$ cat config.mk
export PLATFORM = sky130hd
export DESIGN_NAME = epoch_seconds_to_calendar_flat
export DESIGN_NICKNAME = d
export VERILOG_FILES = /design/src/rtl/core/epsc_pkg.sv /design/src/rtl/core/epsc_in_if.sv /design/src/rtl/core/epsc_out_if.sv /design/src/rtl/core/epoch_seconds_to_calendar.sv /design/src/rtl/core/epsc_front.sv /design/src/rtl/core/epsc_queue.sv /design/src/rtl/core/epsc_back.sv /design/src/flat_wrapper.sv
export SDC_FILE = /design/constraint.sdc
export NUM_CORES = 2
export LEC_CHECK = 0
export BUFFER_PORTS_ARGS = -buffer_cell sky130_fd_sc_hd__buf_2
export CAP_MARGIN = 10
export CORE_AREA = 2 2 329 413
export DETAILED_ROUTE_END_ITERATION = 6
export DIE_AREA = 0 0 331 415
export GPL_TIMING_DRIVEN = 0
export SETUP_SLACK_MARGIN = 0.3
export SLEW_MARGIN = 0
export SYNTH_ARGS = -nofsm -noshare
export SYNTH_HDL_FRONTEND = slang
export SYNTH_HIERARCHICAL = 1
export SYNTH_SLANG_ARGS = --single-unit
export TNS_END_PERCENT = 20
$ cat constraint.sdc
create_clock -name i_clk -period 23.6 [get_ports i_clk]
set_input_delay 1.18 -clock i_clk [delete_from_list [all_inputs] [get_ports i_clk]]
set_output_delay 1.18 -clock i_clk [all_outputs]
set_load 0.05 [all_outputs]
$ cat src/rtl/core/epsc_pkg.sv
// Package for the epoch seconds to calendar block: widths, item type,
// reciprocal constants and month start tables. No dependencies.
`default_nettype none

package epsc_pkg;

    localparam int SECS_W    = 32;
    localparam int OFFSET_W  = 11;
    localparam int OFF60_W   = 18;
    localparam int LOCAL_W   = 34;
    localparam int QDEPTH    = 2;
    localparam int QPTR_W    = $clog2(QDEPTH);
    localparam int QCNT_W    = $clog2(QDEPTH + 1);

    localparam logic [LOCAL_W-1:0] LOCAL_LIMIT = 34'd4102444800;

    // seconds per day = 2^7 * 675
    localparam int DAY_SHIFT = 7;
    localparam int DAYQ_W    = SECS_W - DAY_SHIFT;
    localparam logic [25:0] DAY_RECIP = 26'd50903316;   // floor(2^35/675)
    localparam int DAY_RSHIFT = 35;
    localparam int DAY_PROD_W = DAYQ_W + 26;
    localparam logic [9:0] DAY_DIV = 10'd675;

    localparam logic [17:0] MIN_RECIP  = 18'd139811;    // ceil(2^23/60)
    localparam int          MIN_RSHIFT = 23;
    localparam logic [10:0] HOUR_RECIP = 11'd1093;      // ceil(2^16/60)
    localparam int          HOUR_RSHIFT = 16;
    localparam logic [15:0] QUAD_RECIP = 16'd45934;     // ceil(2^26/1461)
    localparam int          QUAD_RSHIFT = 26;
    localparam logic [16:0] WEEK_RECIP = 17'd74899;     // ceil(2^19/7)
    localparam int          WEEK_RSHIFT = 19;

    localparam int DAYS_PER_QUAD = 1461;
    localparam int SIXTY         = 60;
    localparam int WEEK_LEN      = 7;
    localparam int EPOCH_WDAY    = 4;
    localparam int EPOCH_YEAR    = 1970;
    localparam int YEAR_LEN      = 365;

    localparam logic [8:0] MSTART_COMMON [13] = '{
        9'd0, 9'd31, 9'd59, 9'd90, 9'd120, 9'd151, 9'd181,
        9'd212, 9'd243, 9'd273, 9'd304, 9'd334, 9'd365
    };
    localparam logic [8:0] MSTART_LEAP [13] = '{
        9'd0, 9'd31, 9'd60, 9'd91, 9'd121, 9'd152, 9'd182,
        9'd213, 9'd244, 9'd274, 9'd305, 9'd335, 9'd366
    };

    typedef struct packed {
        logic              range_error;
        logic [SECS_W-1:0] local_secs;
    } t_job;

    function automatic logic [8:0] month_start(input logic leap, input logic [3:0] idx);
        logic [8:0] v;
        v = '0;
        if (idx <= 4'd12) begin
            v = leap ? MSTART_LEAP[idx] : MSTART_COMMON[idx];
        end
        return v;
    endfunction

endpackage

`default_nettype wire

$ cat src/rtl/core/epsc_in_if.sv
// Input channel of the epoch seconds to calendar block: valid/ready
// plus the seconds count. No dependencies.
`default_nettype none

interface epsc_in_if;
    logic        valid;
    logic        ready;
    logic [31:0] unix_seconds;

    modport source (output valid, output unix_seconds, input ready);
    modport sink   (input valid, input unix_seconds, output ready);
endinterface

`default_nettype wire

$ cat src/rtl/core/epsc_out_if.sv
// Result channel of the epoch seconds to calendar block: valid/ready
// plus the calendar fields. No dependencies.
`default_nettype none

interface epsc_out_if;
    logic        valid;
    logic        ready;
    logic [11:0] year;
    logic [3:0]  month;
    logic [4:0]  mday;
    logic [8:0]  day_of_year;
    logic [2:0]  weekday;
    logic [4:0]  hour_24;
    logic [3:0]  hour_12;
    logic        is_pm;
    logic [5:0]  minute;
    logic [5:0]  second;
    logic        range_error;

    modport source (output valid, output year, output month, output mday,
                    output day_of_year, output weekday, output hour_24, output hour_12,
                    output is_pm, output minute, output second, output range_error,
                    input ready);
    modport sink   (input valid, input year, input month, input mday,
                    input day_of_year, input weekday, input hour_24, input hour_12,
                    input is_pm, input minute, input second, input range_error,
                    output ready);
endinterface

`default_nettype wire

$ cat src/rtl/core/epoch_seconds_to_calendar.sv
// Top level: UNIX seconds plus zone offset to calendar date and time.
// Depends on epsc_pkg, epsc_in_if, epsc_out_if, epsc_front, epsc_queue, epsc_back.
//
//   channel   dir  handshake      payload
//   i_in      in   valid/ready    unix_seconds (32 b)
//   o_out     out  valid/ready    year .. range_error (11 fields)
//   i_cfg_*   in   write enable   zone_offset_minutes (11 b signed)
//
// One item per cycle sustained while the output is not stalled; a result
// passes from the queue, written at its input accept edge, through
// back-end stages 1 to 7, stage 7 being the output register. Synchronous
// active-low reset clears the zone offset to 0 and empties the queue and
// pipeline. A stalled output freezes the back end; the queue then fills and
// drops i_in.ready.
`default_nettype none

module epoch_seconds_to_calendar (
    input  logic                          i_clk,
    input  logic                          i_rst_n,
    input  logic                          i_cfg_we,
    input  logic [epsc_pkg::OFFSET_W-1:0] i_cfg_wdata,
    epsc_in_if.sink                       i_in,
    epsc_out_if.source                    o_out
);
    import epsc_pkg::*;

    logic q_full;
    logic q_push;
    logic q_pop;
    logic q_valid;
    t_job push_job;
    t_job head_job;

    epsc_front u_front (
        .i_clk       (i_clk),
        .i_rst_n     (i_rst_n),
        .i_cfg_we    (i_cfg_we),
        .i_cfg_wdata (i_cfg_wdata),
        .i_in        (i_in),
        .i_q_full    (q_full),
        .o_push      (q_push),
        .o_job       (push_job)
    );

    epsc_queue u_queue (
        .i_clk   (i_clk),
        .i_rst_n (i_rst_n),
        .i_push  (q_push),
        .i_job   (push_job),
        .o_full  (q_full),
        .i_pop   (q_pop),
        .o_valid (q_valid),
        .o_job   (head_job)
    );

    epsc_back u_back (
        .i_clk     (i_clk),
        .i_rst_n   (i_rst_n),
        .i_q_valid (q_valid),
        .i_q_job   (head_job),
        .o_pop     (q_pop),
        .o_out     (o_out)
    );

endmodule

`default_nettype wire

$ cat src/rtl/core/epsc_front.sv
// Front end: zone offset register, local time and range classification.
// Depends on epsc_pkg and epsc_in_if.
`default_nettype none

module epsc_front (
    input  logic                             i_clk,
    input  logic                             i_rst_n,
    input  logic                             i_cfg_we,
    input  logic [epsc_pkg::OFFSET_W-1:0]    i_cfg_wdata,
    epsc_in_if.sink                          i_in,
    input  logic                             i_q_full,
    output logic                             o_push,
    output epsc_pkg::t_job                   o_job
);
    import epsc_pkg::*;

    logic [OFFSET_W-1:0] r_zone;
    logic [OFF60_W-1:0]  off_ext;
    logic [OFF60_W-1:0]  off60;
    logic [LOCAL_W-1:0]  loc_secs;

    always_ff @(posedge i_clk) begin
        if (!i_rst_n) begin
            r_zone <= '0;
        end else if (i_cfg_we) begin
            r_zone <= i_cfg_wdata;
        end
    end

    always_comb begin
        off_ext  = {{(OFF60_W-OFFSET_W){r_zone[OFFSET_W-1]}}, r_zone};
        // minutes * 60 = m*64 - m*4
        off60    = (off_ext << 6) - (off_ext << 2);
        loc_secs = {{(LOCAL_W-SECS_W){1'b0}}, i_in.unix_seconds}
                 + {{(LOCAL_W-OFF60_W){off60[OFF60_W-1]}}, off60};
        o_job.range_error = loc_secs[LOCAL_W-1] || (loc_secs >= LOCAL_LIMIT);
        o_job.local_secs  = loc_secs[SECS_W-1:0];
    end

    assign i_in.ready = !i_q_full;
    assign o_push     = i_in.valid && !i_q_full;

endmodule

`default_nettype wire

$ cat src/rtl/core/epsc_queue.sv
// Short item queue between front and back end.
// Depends on epsc_pkg.
`default_nettype none

module epsc_queue (
    input  logic           i_clk,
    input  logic           i_rst_n,
    input  logic           i_push,
    input  epsc_pkg::t_job i_job,
    output logic           o_full,
    input  logic           i_pop,
    output logic           o_valid,
    output epsc_pkg::t_job o_job
);
    import epsc_pkg::*;

    t_job              r_mem [QDEPTH];
    logic [QPTR_W-1:0] r_wp;
    logic [QPTR_W-1:0] r_rp;
    logic [QCNT_W-1:0] r_cnt;
    logic              do_push;
    logic              do_pop;

    assign o_full  = (r_cnt == QCNT_W'(QDEPTH));
    assign o_valid = (r_cnt != '0);
    assign do_push = i_push && !o_full;
    assign do_pop  = i_pop && o_valid;
    assign o_job   = r_mem[r_rp];

    always_ff @(posedge i_clk) begin
        if (!i_rst_n) begin
            r_wp  <= '0;
            r_rp  <= '0;
            r_cnt <= '0;
        end else begin
            if (do_push) begin
                r_wp <= (r_wp == QPTR_W'(QDEPTH-1)) ? '0 : r_wp + 1'b1;
            end
            if (do_pop) begin
                r_rp <= (r_rp == QPTR_W'(QDEPTH-1)) ? '0 : r_rp + 1'b1;
            end
            r_cnt <= r_cnt + QCNT_W'(do_push) - QCNT_W'(do_pop);
        end
    end

    always_ff @(posedge i_clk) begin
        if (do_push) begin
            r_mem[r_wp] <= i_job;
        end
    end

endmodule

`default_nettype wire

$ cat src/rtl/core/epsc_back.sv
// Back end: seven-stage calendar pipeline with reciprocal division.
// Depends on epsc_pkg and epsc_out_if.
`default_nettype none

module epsc_back (
    input  logic           i_clk,
    input  logic           i_rst_n,
    input  logic           i_q_valid,
    input  epsc_pkg::t_job i_q_job,
    output logic           o_pop,
    epsc_out_if.source     o_out
);
    import epsc_pkg::*;

    localparam int NSTG = 7;

    logic [NSTG:1] r_vld;
    logic          en;

    // stage 1: day quotient product
    logic                  r_s1_err;
    logic [DAYQ_W-1:0]     r_s1_q;
    logic [DAY_SHIFT-1:0]  r_s1_lo;
    logic [DAY_PROD_W-1:0] r_s1_prod;
    // stage 2: estimate and raw remainder
    logic                  r_s2_err;
    logic [15:0]           r_s2_est;
    logic [10:0]           r_s2_rem;
    logic [DAY_SHIFT-1:0]  r_s2_lo;
    // stage 3: days and second of day
    logic                  r_s3_err;
    logic [15:0]           r_s3_days;
    logic [16:0]           r_s3_sod;
    // stage 4: quotients
    logic                  r_s4_err;
    logic [15:0]           r_s4_days;
    logic [16:0]           r_s4_dp4;
    logic [16:0]           r_s4_sod;
    logic [10:0]           r_s4_mtot;
    logic [5:0]            r_s4_quad;
    logic [12:0]           r_s4_wq;
    // stage 5: remainders and hour quotient
    logic                  r_s5_err;
    logic [10:0]           r_s5_mtot;
    logic [5:0]            r_s5_quad;
    logic [4:0]            r_s5_hour;
    logic [5:0]            r_s5_sec;
    logic [10:0]           r_s5_rem;
    logic [2:0]            r_s5_wk;
    // stage 6: year split and minute
    logic                  r_s6_err;
    logic [4:0]            r_s6_hour;
    logic [5:0]            r_s6_sec;
    logic [5:0]            r_s6_min;
    logic [2:0]            r_s6_wk;
    logic [11:0]           r_s6_year;
    logic                  r_s6_leap;
    logic [8:0]            r_s6_rem;
    // stage 7: output register
    logic [11:0]           r_year;
    logic [3:0]            r_month;
    logic [4:0]            r_dom;
    logic [8:0]            r_doy;
    logic [2:0]            r_wk;
    logic [4:0]            r_h24;
    logic [3:0]            r_h12;
    logic                  r_pm;
    logic [5:0]            r_min;
    logic [5:0]            r_sec;
    logic                  r_err;

    logic [15:0]           s2_est;
    logic [10:0]           s3_rem;
    logic [15:0]           s3_days;
    logic [16:0]           s4_dp4;
    logic [1:0]            s6_yoff;
    logic [8:0]            s6_rem;
    logic [3:0]            s7_mon;
    logic [3:0]            s7_h12;

    assign en    = !r_vld[NSTG] || o_out.ready;
    assign o_pop = en;

    always_ff @(posedge i_clk) begin
        if (!i_rst_n) begin
            r_vld <= '0;
        end else if (en) begin
            r_vld <= {r_vld[NSTG-1:1], i_q_valid};
        end
    end

    always_comb begin
        s2_est = r_s1_prod[DAY_PROD_W-1:DAY_RSHIFT];
        if (r_s2_rem >= 11'(DAY_DIV)) begin
            s3_rem  = r_s2_rem - 11'(DAY_DIV);
            s3_days = r_s2_est + 16'd1;
        end else begin
            s3_rem  = r_s2_rem;
            s3_days = r_s2_est;
        end
        s4_dp4 = 17'(r_s3_days) + 17'(EPOCH_WDAY);
    end

    always_comb begin
        priority if (r_s5_rem < 11'(YEAR_LEN)) begin
            s6_yoff = 2'd0;
            s6_rem  = 9'(r_s5_rem);
        end else if (r_s5_rem < 11'(2*YEAR_LEN)) begin
            s6_yoff = 2'd1;
            s6_rem  = 9'(r_s5_rem - 11'(YEAR_LEN));
        end else if (r_s5_rem < 11'(3*YEAR_LEN+1)) begin
            s6_yoff = 2'd2;
            s6_rem  = 9'(r_s5_rem - 11'(2*YEAR_LEN));
        end else begin
            s6_yoff = 2'd3;
            s6_rem  = 9'(r_s5_rem - 11'(3*YEAR_LEN+1));
        end
    end

    always_comb begin
        s7_mon = 4'd1;
        for (int k = 1; k < 12; k++) begin
            if (r_s6_rem >= month_start(r_s6_leap, 4'(k))) begin
                s7_mon = 4'(k + 1);
            end
        end
        priority if (r_s6_hour == 5'd0) begin
            s7_h12 = 4'd12;
        end else if (r_s6_hour > 5'd12) begin
            s7_h12 = 4'(r_s6_hour - 5'd12);
        end else begin
            s7_h12 = 4'(r_s6_hour);
        end
    end

    always_ff @(posedge i_clk) begin
        if (en) begin
            r_s1_err  <= i_q_job.range_error;
            r_s1_q    <= i_q_job.local_secs[SECS_W-1:DAY_SHIFT];
            r_s1_lo   <= i_q_job.local_secs[DAY_SHIFT-1:0];
            r_s1_prod <= DAY_PROD_W'(i_q_job.local_secs[SECS_W-1:DAY_SHIFT])
                       * DAY_PROD_W'(DAY_RECIP);

            r_s2_err  <= r_s1_err;
            r_s2_est  <= s2_est;
            r_s2_rem  <= 11'(r_s1_q - DAYQ_W'(s2_est) * DAYQ_W'(DAY_DIV));
            r_s2_lo   <= r_s1_lo;

            r_s3_err  <= r_s2_err;
            r_s3_days <= s3_days;
            r_s3_sod  <= {s3_rem[9:0], r_s2_lo};

            r_s4_err  <= r_s3_err;
            r_s4_days <= r_s3_days;
            r_s4_dp4  <= s4_dp4;
            r_s4_sod  <= r_s3_sod;
            r_s4_mtot <= 11'((35'(r_s3_sod) * 35'(MIN_RECIP)) >> MIN_RSHIFT);
            r_s4_quad <= 6'((32'(r_s3_days) * 32'(QUAD_RECIP)) >> QUAD_RSHIFT);
            r_s4_wq   <= 13'((34'(s4_dp4) * 34'(WEEK_RECIP)) >> WEEK_RSHIFT);

            r_s5_err  <= r_s4_err;
            r_s5_mtot <= r_s4_mtot;
            r_s5_quad <= r_s4_quad;
            r_s5_hour <= 5'((22'(r_s4_mtot) * 22'(HOUR_RECIP)) >> HOUR_RSHIFT);
            r_s5_sec  <= 6'(r_s4_sod - 17'(r_s4_mtot) * 17'(SIXTY));
            r_s5_rem  <= 11'(r_s4_days - 16'(r_s4_quad) * 16'(DAYS_PER_QUAD));
            r_s5_wk   <= 3'(r_s4_dp4 - 17'(r_s4_wq) * 17'(WEEK_LEN));

            r_s6_err  <= r_s5_err;
            r_s6_hour <= r_s5_hour;
            r_s6_sec  <= r_s5_sec;
            r_s6_min  <= 6'(r_s5_mtot - 11'(r_s5_hour) * 11'(SIXTY));
            r_s6_wk   <= r_s5_wk;
            r_s6_year <= 12'(EPOCH_YEAR) + 12'({r_s5_quad, s6_yoff});
            r_s6_leap <= (s6_yoff == 2'd2);
            r_s6_rem  <= s6_rem;

            r_err <= r_s6_err;
            if (r_s6_err) begin
                r_year  <= '0;
                r_month <= '0;
                r_dom   <= '0;
                r_doy   <= '0;
                r_wk    <= '0;
                r_h24   <= '0;
                r_h12   <= '0;
                r_pm    <= 1'b0;
                r_min   <= '0;
                r_sec   <= '0;
            end else begin
                r_year  <= r_s6_year;
                r_month <= s7_mon;
                r_dom   <= 5'(r_s6_rem - month_start(r_s6_leap, s7_mon - 4'd1) + 9'd1);
                r_doy   <= r_s6_rem + 9'd1;
                r_wk    <= r_s6_wk;
                r_h24   <= r_s6_hour;
                r_h12   <= s7_h12;
                r_pm    <= (r_s6_hour >= 5'd12);
                r_min   <= r_s6_min;
                r_sec   <= r_s6_sec;
            end
        end
    end

    assign o_out.valid        = r_vld[NSTG];
    assign o_out.year         = r_year;
    assign o_out.month        = r_month;
    assign o_out.mday         = r_dom;
    assign o_out.day_of_year  = r_doy;
    assign o_out.weekday      = r_wk;
    assign o_out.hour_24      = r_h24;
    assign o_out.hour_12      = r_h12;
    assign o_out.is_pm        = r_pm;
    assign o_out.minute       = r_min;
    assign o_out.second       = r_sec;
    assign o_out.range_error  = r_err;

endmodule

`default_nettype wire

$ cat src/flat_wrapper.sv
// flat-port wrapper written by rule: the top's interface ports become plain ports
module epoch_seconds_to_calendar_flat import epsc_pkg::*;
  (i_clk, i_rst_n, i_cfg_we, i_cfg_wdata, i_in_valid, i_in_unix_seconds, i_in_ready, o_out_valid, o_out_year, o_out_month, o_out_mday, o_out_day_of_year, o_out_weekday, o_out_hour_24, o_out_hour_12, o_out_is_pm, o_out_minute, o_out_second, o_out_range_error, o_out_ready);
  epsc_in_if i_in_i ();
  epsc_out_if o_out_i ();
  input  logic i_clk;
  input  logic i_rst_n;
  input  logic i_cfg_we;
  input  logic [epsc_pkg::OFFSET_W-1:0] i_cfg_wdata;
  input wire logic [$bits(i_in_i.valid)-1:0] i_in_valid;
  input wire logic [$bits(i_in_i.unix_seconds)-1:0] i_in_unix_seconds;
  output wire logic [$bits(i_in_i.ready)-1:0] i_in_ready;
  output wire logic [$bits(o_out_i.valid)-1:0] o_out_valid;
  output wire logic [$bits(o_out_i.year)-1:0] o_out_year;
  output wire logic [$bits(o_out_i.month)-1:0] o_out_month;
  output wire logic [$bits(o_out_i.mday)-1:0] o_out_mday;
  output wire logic [$bits(o_out_i.day_of_year)-1:0] o_out_day_of_year;
  output wire logic [$bits(o_out_i.weekday)-1:0] o_out_weekday;
  output wire logic [$bits(o_out_i.hour_24)-1:0] o_out_hour_24;
  output wire logic [$bits(o_out_i.hour_12)-1:0] o_out_hour_12;
  output wire logic [$bits(o_out_i.is_pm)-1:0] o_out_is_pm;
  output wire logic [$bits(o_out_i.minute)-1:0] o_out_minute;
  output wire logic [$bits(o_out_i.second)-1:0] o_out_second;
  output wire logic [$bits(o_out_i.range_error)-1:0] o_out_range_error;
  input wire logic [$bits(o_out_i.ready)-1:0] o_out_ready;
  assign i_in_i.valid = i_in_valid;
  assign i_in_i.unix_seconds = i_in_unix_seconds;
  assign i_in_ready = i_in_i.ready;
  assign o_out_valid = o_out_i.valid;
  assign o_out_year = o_out_i.year;
  assign o_out_month = o_out_i.month;
  assign o_out_mday = o_out_i.mday;
  assign o_out_day_of_year = o_out_i.day_of_year;
  assign o_out_weekday = o_out_i.weekday;
  assign o_out_hour_24 = o_out_i.hour_24;
  assign o_out_hour_12 = o_out_i.hour_12;
  assign o_out_is_pm = o_out_i.is_pm;
  assign o_out_minute = o_out_i.minute;
  assign o_out_second = o_out_i.second;
  assign o_out_range_error = o_out_i.range_error;
  assign o_out_i.ready = o_out_ready;
  epoch_seconds_to_calendar u_core (.i_clk(i_clk), .i_rst_n(i_rst_n), .i_cfg_we(i_cfg_we), .i_cfg_wdata(i_cfg_wdata), .i_in(i_in_i), .o_out(o_out_i));
endmodule
After elaboration in Yosys (flattened, before gate mapping)
Memories as Yosys holds them, arrays and structs flattened. A register that Yosys moved wholly into a read port is not among the register bits.
Cells that the tools add are included.
Word-level totals
  register bits: 347
  RAM bits: 66
  ROM bits: 288
  input bits: 48
  output and inout port bits: 58
  logic and storage cells: 164
  memories: 3
Cells by class
  $add $sub $neg: 23
  multipliers: 10
  order comparisons: 20
  eq/ne operators: 2
  multiplexer cells: 45
  bitwise gates (word level): 1
  reduce and logical (&&, ||, !) cells: 10
Memory list
  (name not given): depth 16, width 9, rd ports 1, clocked after memory_dff 0, write ports 0, line epsc_pkg.sv:59  | v = leap ? MSTART_LEAP[idx] : MSTART_COMMON[idx];
  (name not given): depth 16, width 9, rd ports 1, clocked after memory_dff 0, write ports 0, line epsc_pkg.sv:59
  u_core.u_queue.r_mem: depth 2, width 33, rd ports 1, clocked after memory_dff 1, write ports 1, line epsc_queue.sv:17  | t_job r_mem [QDEPTH];
Operator list (count)
  two-way mux 4 bit: 13
  multiplier 25 x 24 -> 49 bit (second input constant): 1
  two-way mux 5 bit: 8
  greater-or-equal comparator 9 x 8 -> 1 bit: 4
  adder 33 x 18 -> 34 bit: 1
  greater-or-equal comparator 34 x 32 -> 1 bit (second input constant): 1
  multiplier 17 x 18 -> 34 bit (second input constant): 1
  multiplier 17 x 17 -> 32 bit (second input constant): 1
  multiplier 16 x 15 -> 31 bit (second input constant): 1
  greater-or-equal comparator 9 bit: 3
  two-way mux 9 bit: 3
  subtractor 11 bit: 2
  multiplier 11 x 11 -> 21 bit (second input constant): 1
  greater-or-equal comparator 9 x 7 -> 1 bit: 2
  subtractor 17 x 13 -> 18 bit: 1
  adder 16 x 3 -> 17 bit (second input constant): 1
  adder 16 x 1 -> 16 bit (second input constant): 1
  multiplier 16 x 10 -> 11 bit (second input constant): 1
  two-way mux 16 bit: 1
  multiplier 13 x 3 -> 3 bit (second input constant): 1
  adder 11 x 8 -> 12 bit (first input constant): 1
  two-way mux 1 bit: 12
  subtractor 6 bit: 2
  greater-or-equal comparator 11 x 10 -> 1 bit (second input constant): 1
  other kinds (36): 47

Depth between registers and ports, before layout
  word-level depth: 23
  mapped depth: 26
  gate-level depth less buffers: 25

Cells and area by module
Netlist, hierarchy kept.
By module, submodules not included
  epsc_back: instances 1, cells each 2952, area an instance 33572.2 µm², seq. area each 8548.2 µm²
  epsc_front: instances 1, cells each 428, area an instance 3440.8 µm², seq. area each 220.2 µm²
  epsc_queue: instances 1, cells each 130, area an instance 2773.9 µm², seq. area each 2082.0 µm²

Least setup slack after synthesis
Ideal clock, no wire load.
  path kind: input port to flip-flop
  from: input port o_out_ready
  to: register u_core.u_queue.r_cnt[1]
  setup time: 0.115 ns
  arrival: 8.148 ns
  required time: 23.485 ns
  setup slack: 15.336 ns
  cell stages on the path: 10
  buffers on the path: 1
  cells stage by stage: nor2b_1 clkbuf_1 inv_1 o21a_1 ha_1 inv_1 ha_1 xor2_1 and2_1 nor3_1
Between the ends
  longest elaborated chain between the ends: 3
Ends and longest elaborated chain
  start: declaration: line flat_wrapper.sv:25  | input wire logic [$bits(o_out_i.ready)-1:0] o_out_ready;
  logical OR 1 bit: line epsc_back.sv:81  | assign en = !r_vld[NSTG] || o_out.ready;
  via u_core.q_pop: line epoch_seconds_to_calendar.sv:29  | logic q_pop;
  logical AND 1 bit: line epsc_queue.sv:27  | assign do_pop = i_pop && o_valid;
  via u_core.u_queue.do_pop: line epsc_queue.sv:22  | logic do_pop;
  subtractor 2 x 1 -> 2 bit: line epsc_queue.sv:42  | r_cnt <= r_cnt + QCNT_W'(do_push) - QCNT_W'(do_pop);
  end signal: assignment: line epsc_queue.sv:42
  end: declaration: line epsc_queue.sv:20  | logic [QCNT_W-1:0] r_cnt;
The timed path passes the listed nets, and every way through them passes these cells.
A chain may end at the register's enable or synchronous reset.

==> summary.txt <==
STA
  • Fin crit share: 0.320
  • Fmax: 0.132 GHz
  • Slew margin rel.: 0.412
  • Max-slew violation total from the final report: 0
  • Worst Tran Pin Value: 0.881 ns
  • Worst Clk Skew: 0.0330 ns
  • Setup TNS: 0 ns
  • Crit path time final: 7.55 ns
  • RSZ-0062 raised after global routing: no
  • Final hold violations: 0
  • Final setup fails: 0

Final layout
  • Area of the multi-input gates: 25800 um^2
  • Filler cells: 13500
  • Leading cell type in the layout, fill and taps excluded: ha_1
  • Sequential Area: 10900 um^2
  • Synth-to-Final Area Change: 10.6%
  • Final net count: 4945
  • Share of cells above drive strength 1: 0.0782
  • Most frequent cells in the layout: ha_1, inv_1, fa_1, edfxtp_1, xnor2_1
  • Antenna Cells: 0
  • Final core utilization: 0.330

Yosys
  • Syn_area_per_cell: 11.3 um^2
  • Fraction of registers with async set/reset: 0
  • Sequential area share after synthesis: 0.273
  • Netlist cell types: 94
  • Syn. warnings: 6
  • Top FF cell, synth: edfxtp_1
  • Syn nets: 4793
  • Synth Instances: 3510
  • Post-synth EDFFs: 346
  • Seq cells post-synth: 369
  • Mapped Area: 39800 um^2
  • Synth area leaders: ha_1, edfxtp_1, fa_1, inv_1, xnor2_1
  • Cell accounting for the most synthesized area: ha_1
  • Post-synth top area share: 0.267

Place
  • RePlAce Congestion: 0.852
  • Hpwl dp: 61100 um
  • IO Port Bufs: 104

Floorplanning
  • Row count: 150
  • Initial Util: 0.299
  • Die Y: 415 um
  • Ports: 106
  • CORE AREA: 133000 um^2
  • Die width: 331 um
  • Die area: 137000 um^2

Global route
  • Largest net degree at the start of global routing: 136
  • Met2 usage in global routing: 0.212
  • Met1 usage: 0.127
  • GRT overflow: 0
  • Met3 Use GR: 0.0127
  • Most used routing layer: met2
  • Initial antenna violation count: 2
  • GR Util All Layers: 0.111
  • First-pass GRT wire length: 124000 um
  • Vias in the first global route: 25700

Clocking
  • Root buffer cell: clkbuf_16
  • Clk slew on worst S/H paths: 0.06 ns
  • Max Buffers Root-to-Sink: 3
  • TritonCTS clock tree: built
  • TritonCTS buffer count: 43
  • Clock sink total: 369
  • Post-CTS setup buffers: 0
  • CTS Hold Bufs: 0
  • H-tree Lvls: 2
  • Cts repair resizes: 0
  • Clk_lat worst skew: 0.59 ns

Route
  • Iteration-0 DRC Markers: 730
  • WL/cell: 13.6 um
  • DR pass1 iterations: 5
  • Post-Route WL: 74200 um
  • Vias: 24100
  • DR DRC count: 0
  • Vias/cell: 4.44
  • Detail Route Antenna Nets: 0

Run
  • Max Cap Violations: 0

Hold path
  • Tightest Hold Check Type: flop to flop

Critical path
  • Critical Path AT: 7.86 ns
  • Worst endpoint required time: 23.91 ns
  • Crit-path max FO: 11
  • Startpoint types: flop
  • CP endpoint kind: flop
  • CP Class: flop to flop

Outcome
  • Status: finished clean
sequential cells by signal, summed over array words and instances (netlist names), 7 cells and up, named ones only:
register                         count
u_core/u_queue/r_mem                66
u_core/u_back/r_s5_rem              11
u_core/u_back/r_s3_sod              17
u_core/u_back/r_s4_days             11
u_core/u_back/r_s6_rem               9
u_core/u_back/r_s6_year             12
u_core/u_back/r_s2_lo                7
u_core/u_back/r_vld                  7
u_core/u_back/r_s1_q                11
u_core/u_back/r_s1_prod             16
u_core/u_back/r_s3_days             16
u_core/u_back/o_out.day_of_year      9
u_core/u_back/r_s2_est              16
u_core/u_front/r_zone               11
u_core/u_back/r_s1_lo                7
u_core/u_back/r_s2_rem              11
u_core/u_back/o_out.year            12
u_core/u_back/r_s4_mtot             11
final timing paths:
| kind | from | endpoint | slack, ns | cells past startpoint |
|---|---|---|---|---|
| setup / recovery | flop | u_core/u_back/r_s1_prod[41]$_DFFE_PP_ | 16.05 | 24 |
| hold / removal | u_core/u_back/r_s2_lo[5]$_DFFE_PP_ | u_core/u_back/r_s3_sod[5]$_DFFE_PP_ | 0.42 | 0 |
| setup reg to reg | flop | u_core/u_back/r_s1_prod[41]$_DFFE_PP_ | 16.05 | 24 |
| hold reg to reg | u_core/u_back/r_s2_lo[5]$_DFFE_PP_ | u_core/u_back/r_s3_sod[5]$_DFFE_PP_ | 0.42 | 0 |
cell usage after synthesis (all sizes together) (10+ instances only):
cell type and n:
a2111oi 11, a211oi 10, a21boi 14, a21o 44, a21oi 129, a31oi 11, and3 15, buf 19
clkbuf 20, dfxtp 23, edfxtp 346, fa 385, ha 850, inv 783, mux2 34, mux2i 16
nand2 97, nand2b 14, nand3 42, nand4 20, nor2 86, nor2b 59, nor3 30, o211ai 11
o21a 14, o21ai 66, o21bai 19, or2 22, or3 10, xnor2 139, xor2 72
stage by stage:
stage                     cells  setup WS [ns]  hold slack [ns]  instance area, um^2
final                      5443          16.05            0.417                44000
after global placement     5362          13.14            0.401                42500
after CTS                  5443          16.01            0.418                44000
after global routing       5443          15.69            0.423                44000
after detailed placement   5365          16.02            0.405                42600
after floorplan            3510          15.34            0.400                39800
area by class of cell:
type | count | area share
multi-input cells | 2319 | 0.585
flip-flops and latches | 369 | 0.246
inverters | 783 | 0.0669
well taps | 1748 | 0.0497
clock buffers | 48 | 0.0249
repair buffers | 107 | 0.0135
clock inverters | 30 | 0.00770
plain buffers | 39 | 0.00532
worst max-delay path, stage by stage (launching register included):
cell and delay, ns:
dfxtp_1 0.32, buf_6 0.17, buf_12 0.16, mux2_4 0.42, fa_1 0.45, ha_1 0.28
inv_1 0.05, fa_1 0.53, inv_1 0.05, fa_1 0.49, inv_1 0.05, fa_1 0.49
fa_1 0.56, inv_1 0.06, fa_1 0.47, ha_1 0.32, a21oi_1 0.15, o21ai_0 0.13
a221oi_1 0.73, nor2_1 0.16, nor3b_1 0.53, o21ai_1 0.24, a21oi_1 0.23, o21bai_1 0.09
xor2_1 0.14
kinds of logic (layout without fill, tap and decap cells):
| family | count (synthesis) | in the layout | share of synthesized area |
|---|---|---|---|
| xor gates and xnor gates | 211 | 211 | 0.0466 |
| and+or+nand+nor | 426 | 426 | 0.0550 |
| DFF | 369 | 369 | 0.273 |
| buffers and inverters | 822 | 1007 | 0.0798 |
| muxes | 50 | 50 | 0.0165 |
| adders and majority gates | 1235 | 1235 | 0.461 |
| AOI/OAI and AO/OA | 397 | 397 | 0.0684 |
metal layers:
metal / wire length [um] / up-vias
li1: - / 12100
met1: 30900 / 11700
met2: 39800 / 261
met3: 1710 / 105
met4: 1790 / 0
met5: 0 / -
Power is not shown: default switching activity piles up to over one toggle a cycle in this logic, so the estimate is an artifact.
